$ cat src/rtl/core/moe_rtr_pkg.sv
`default_nettype none
package moe_rtr_pkg;

  localparam int SCORE_W   = 16;
  localparam int E_W       = 17;
  localparam int SUM_W     = 20;
  localparam int Q_W       = 17;
  localparam int SC_W      = 7;
  localparam int CNT_W     = 13;
  localparam int HID_W     = 16;
  localparam int EPS_W     = 15;
  localparam int NE_W      = 7;
  localparam int K_W       = 4;
  localparam int CFG_W     = 16;
  localparam int CFG_IDX_W = 3;
  localparam int EID_W     = 6;
  localparam int W_W       = 16;
  localparam int TOK_W     = 12;
  localparam int SLOT_W    = 12;
  localparam int OFF_W     = 28;

  localparam logic [CFG_IDX_W-1:0] REG_NUM_EXPERTS = 3'd0;
  localparam logic [CFG_IDX_W-1:0] REG_TOP_K       = 3'd1;
  localparam logic [CFG_IDX_W-1:0] REG_CAPACITY    = 3'd2;
  localparam logic [CFG_IDX_W-1:0] REG_HIDDEN_DIM  = 3'd3;
  localparam logic [CFG_IDX_W-1:0] REG_JITTER_EN   = 3'd4;
  localparam logic [CFG_IDX_W-1:0] REG_JITTER_EPS  = 3'd5;

  localparam logic [31:0]      LCG_MUL   = 32'd1664525;
  localparam logic [31:0]      LCG_INC   = 32'd1013904223;
  localparam logic [31:0]      SEED_INIT = 32'd42;
  localparam logic [15:0]      NOISE_MAX = 16'hFFFF;
  localparam logic [CNT_W-1:0] CNT_SAT   = 13'h1FFF;
  localparam logic [63:0]      EXP_STEP  = 64'd4034748382;

  typedef struct packed {
    logic ins;
    logic shl;
    logic eload;
  } cell_ctrl_t;

  typedef struct packed {
    logic below_k;
    logic below_f;
    logic at_f;
    logic below_r;
  } cell_pos_t;

  // exp(-idx/16) in Q1.16, built by repeated Q32 scaling; elaboration only
  function automatic logic [E_W-1:0] exp_entry(input int idx);
    logic [63:0] v;
    v = 64'h1_0000_0000;
    for (int i = 0; i < idx; i++) begin
      v = (v * EXP_STEP + 64'h8000_0000) >> 32;
    end
    return E_W'((v + 64'h8000) >> 16);
  endfunction

endpackage
`default_nettype wire

$ cat src/rtl/core/moe_rtr_div.sv
`default_nettype none
module moe_rtr_div (
  input  wire                             clk,
  input  wire                             rst_n,
  input  wire                             start,
  input  wire [moe_rtr_pkg::E_W-1:0]      e,
  input  wire [moe_rtr_pkg::SUM_W-1:0]    sum,
  output logic                            done,
  output logic [moe_rtr_pkg::Q_W-1:0]     quot
);

  localparam int REM_W = moe_rtr_pkg::SUM_W + 1;
  localparam int NUM_W = moe_rtr_pkg::E_W + 16 + 1;
  localparam int CW    = $clog2(moe_rtr_pkg::Q_W);

  logic [REM_W-1:0]              rem_r;
  logic [moe_rtr_pkg::Q_W-1:0]   lo_r;
  logic [moe_rtr_pkg::Q_W-1:0]   q_r;
  logic [CW-1:0]                 cnt_r;
  logic                          run_r;
  logic                          done_r;
  logic [NUM_W-1:0]              num;
  logic [REM_W:0]                trial;
  logic                          ge;

  // rounded numerator e*2^16 + sum/2; quotient stays below 2^17
  assign num   = (NUM_W'(e) << 16) + NUM_W'(sum >> 1);
  assign trial = {rem_r, lo_r[moe_rtr_pkg::Q_W-1]};
  assign ge    = trial >= (REM_W+1)'(sum);

  always_ff @(posedge clk) begin
    if (!rst_n) begin
      run_r  <= 1'b0;
      done_r <= 1'b0;
      cnt_r  <= '0;
    end else begin
      done_r <= 1'b0;
      if (start) begin
        run_r <= 1'b1;
        cnt_r <= '0;
      end else if (run_r) begin
        cnt_r <= cnt_r + 1'b1;
        if (cnt_r == CW'(moe_rtr_pkg::Q_W - 1)) begin
          run_r  <= 1'b0;
          done_r <= 1'b1;
        end
      end
    end
  end

  always_ff @(posedge clk) begin
    if (start) begin
      rem_r <= REM_W'(num >> moe_rtr_pkg::Q_W);
      lo_r  <= num[moe_rtr_pkg::Q_W-1:0];
    end else if (run_r) begin
      rem_r <= ge ? REM_W'(trial - (REM_W+1)'(sum)) : REM_W'(trial);
      lo_r  <= lo_r << 1;
      q_r   <= {q_r[moe_rtr_pkg::Q_W-2:0], ge};
    end
  end

  assign done = done_r;
  assign quot = q_r;

endmodule
`default_nettype wire

$ cat config.mk
export PLATFORM = sky130hd
export DESIGN_NAME = moe_rtr_div
export DESIGN_NICKNAME = d
export VERILOG_FILES = /design/src/rtl/core/moe_rtr_pkg.sv /design/src/rtl/core/moe_rtr_div.sv
export SDC_FILE = /design/constraint.sdc
export NUM_CORES = 1
export LEC_CHECK = 0
export BUFFER_PORTS_ARGS = -buffer_cell sky130_fd_sc_hd__buf_4
export CAP_MARGIN = 20
export CORE_ASPECT_RATIO = 1.5
export CORE_MARGIN = 5
export CORE_UTILIZATION = 58
export CTS_CLUSTER_SIZE = 25
export DETAILED_ROUTE_END_ITERATION = 6
export HOLD_SLACK_MARGIN = 0.05
export PLACE_DENSITY = 0.81
export SYNTH_ARGS = -nofsm -noshare
export SYNTH_HDL_FRONTEND = slang
export SYNTH_SLANG_ARGS = --single-unit
$ cat constraint.sdc
create_clock -name clk -period 4.1 [get_ports clk]
set_input_delay 0.82 -clock clk [delete_from_list [all_inputs] [get_ports clk]]
set_output_delay 0.82 -clock clk [all_outputs]
set_load 0.1 [all_outputs]
==> impl_metrics.ini <==
[outcome]
status = finished, final reports clean

[clock_tree]
cts_buffers = 9
cts_tree = built
cts_hold_buffers = 0
cts-resized-gates = 0
clockBufferDepth = 2
cts.clk_slew.worst_paths_ns = 0.07
htree_levels = 3
cts_sinks = 62
cts-root-buf = clkbuf_8
cts_setup_buffers = 0
insertion_delay_ns = 0.35

[synth]
avgSynthCellArea_um2 = 10.7
synthFlopType = edfxtp_1
synth_cell_types = 54
post-synth-top-area-cell = edfxtp_1
syn-cell-area_um2 = 3960
synth-seq-cells = 62
synth_top_area_frac = 0.386
ys_warn_count = 0
synth.net_count = 439
ys_seq_area_frac = 0.442
ys_top_cells_by_area = edfxtp_1, ha_1, dfxtp_1
synthArstFlopShare = 0
syn_inst = 372
synth_edf_count = 51

[routing]
drt_iter0_drc = 151
dr.pass1.iters = 4
drt-total-wl_um = 8390
vias = 2977
drc = 0
wl_per_cell_um = 16.3
vias_per_cell = 5.77
ant_nets = 0

[place]
gp_congestion = 0.934
post-place-ws_ns = 0.734
io_buffers = 57
placed_cells = 500
hpwl_um = 6380

[critical_path]
worstRegToRegCells = 13
worst_path_most_repeated_cell = buf_4
cp-end-kind = flip-flop
worst-path-max-fanout = 18
crit_chain = buf_4 > ha_1 > inv_1 > fa_1 > a21oi_4 > o211ai_4 > a22oi_4 > nand4_1 > a21oi_1 > buf_4 > inv_2 > mux2i_1 > o21ai_0
reg2reg_setup_slack_ns = 1.20
critPathLaunchType = primary input
slowest_delay_ns = 0.43
critPathRequiredTime_ns = 4.17
cp.arrival_ns = 3.06
slowest_stage = fa_1
r2r_start = lo_r[16]$_DFFE_PP_
crit_type = primary input to flip-flop
path_buf_inv = 4
critical_path.top_delay_family = compound AO/OA/AOI/OAI gates
r2r-end = rem_r[4]$_DFFE_PP_

[finish]
most-common-layout-cells = buf_4, edfxtp_1, inv_1
final_util = 0.692
multi_input_area_um2 = 2050
diodes = 0
final_nets = 500
drive_above_1_share = 0.233
syn2layout_area_growth_pct = 17.9
fillers = 526
stdcell_count = 516
layout_commonest_cell = buf_4
seq_area_um2 = 1750

[worst_hold_path]
min_path_type = flip-flop to flip-flop
min_from = quot[9]$_DFFE_PP_
whs_path_depth = 0
hold_end = quot[10]$_DFFE_PP_

[timing]
whs_ns = 0.452
setup_viol = 0
timing.final.crit_share = 0.727
worstMarginPinSlew_ns = 0.580
fmax_mhz = 335
tns_ns = 0
fin_skew_ns = 0.00611
hold_viol_final = 0
fin_ws_ns = 1.12
slew_headroom = 0.614
grt_setup_unrepaired = false
slew_viol_final = 0
fin_crit_ns = 2.98

[die]
die-area_um2 = 8620
die_y_um = 111
die_w_um = 77.5
core_area_um2 = 6760
start_util = 0.586
ios = 58
num_rows = 37

[pwr]
p_leak_uw = 0.00202
powerDensity_nw_per_um2 = 464
ir_worst_vdd_uv = 268

[flow_run]
maxCapViolations = 0

[global_route]
grt_overflow = 0
grt_max_degree = 51
grt_pass1_vias = 3057
grt_pass1_wl_um = 14000
antenna_found_initial = 0
grt_usage = 0.203
## synthesized netlist by cell type (3+ instances only)
library cell	n
buf_2	4
a21o_1	7
mux2_2	17
inv_1	30
xnor2_1	13
mux2i_1	20
a22oi_1	4
nor2_1	21
nor2b_1	3
and3_1	10
xor2_1	20
o21ai_0	13
buf_1	4
nand3_1	11
nor3_1	5
nand2_1	29
dfxtp_1	11
nand4_1	8
edfxtp_1	51
a21oi_1	23
ha_1	25
## metal layers
layer	track usage	up-vias	part of all wire
met2	0.362	62	0.55
met3	0.0350	13	0.044
met5	0	-	0
met4	0.107	0	0.022
li1	-	1478	-
met1	0.224	1424	0.38
## registers in the layout (all words and copies together) (netlist names)
name and count:
quot 17, lo_r 17, run_r 1, cnt_r 5
rem_r 21, done 1
## kinds of logic (layout without fill, tap and decap cells)
logic type | after synthesis | after routing | share of synthesized area
mux | 37 | 37 | 0.0988
simple gates | 100 | 100 | 0.127
fa+ha+maj | 27 | 27 | 0.0890
xor+xnor | 33 | 33 | 0.0729
flops | 62 | 62 | 0.442
buf+inv | 41 | 107 | 0.0401
compound gates | 72 | 72 | 0.131
## worst max-delay path by stage
stage,start,end,slack [ns],depth (start not counted)
after floorplan,sum[0],rem_r[7]$_DFFE_PP_,1.0,12
after global placement,sum[0],rem_r[7]$_DFFE_PP_,0.81,13
after detailed placement,sum[0],rem_r[4]$_DFFE_PP_,0.73,13
after CTS,sum[0],rem_r[4]$_DFFE_PP_,1.12,13
after global routing,sum[0],rem_r[4]$_DFFE_PP_,0.88,13
final,sum[0],rem_r[4]$_DFFE_PP_,1.12,13
## final cells by class
type | instances | area share
Clock buffer | 11 | 0.0281
Clock inverter | 5 | 0.0158
Inverter | 31 | 0.0249
Multi-Input combinational cell | 269 | 0.439
Sequential cell | 62 | 0.375
Tap cell | 78 | 0.0209
Timing Repair Buffer | 60 | 0.0964
## where the power goes
group	switching [uW]	total, uW	leakage (uW)	internal [uW]
combinational	447	774	0.00133	327
sequential	42.9	819	0.000590	776
clock	235	573	0.000105	338
## stage by stage
step / area, um2 / power, uW
3_5_place_dp: 4470 / 1600
3_3_place_gp: 4470 / 1580
6_report: 4670 / 2170
5_1_grt: 4670 / 2300
4_1_cts: 4670 / 2190
2_1_floorplan: 3960 / 1420
Power figures use the tool's default switching activity.
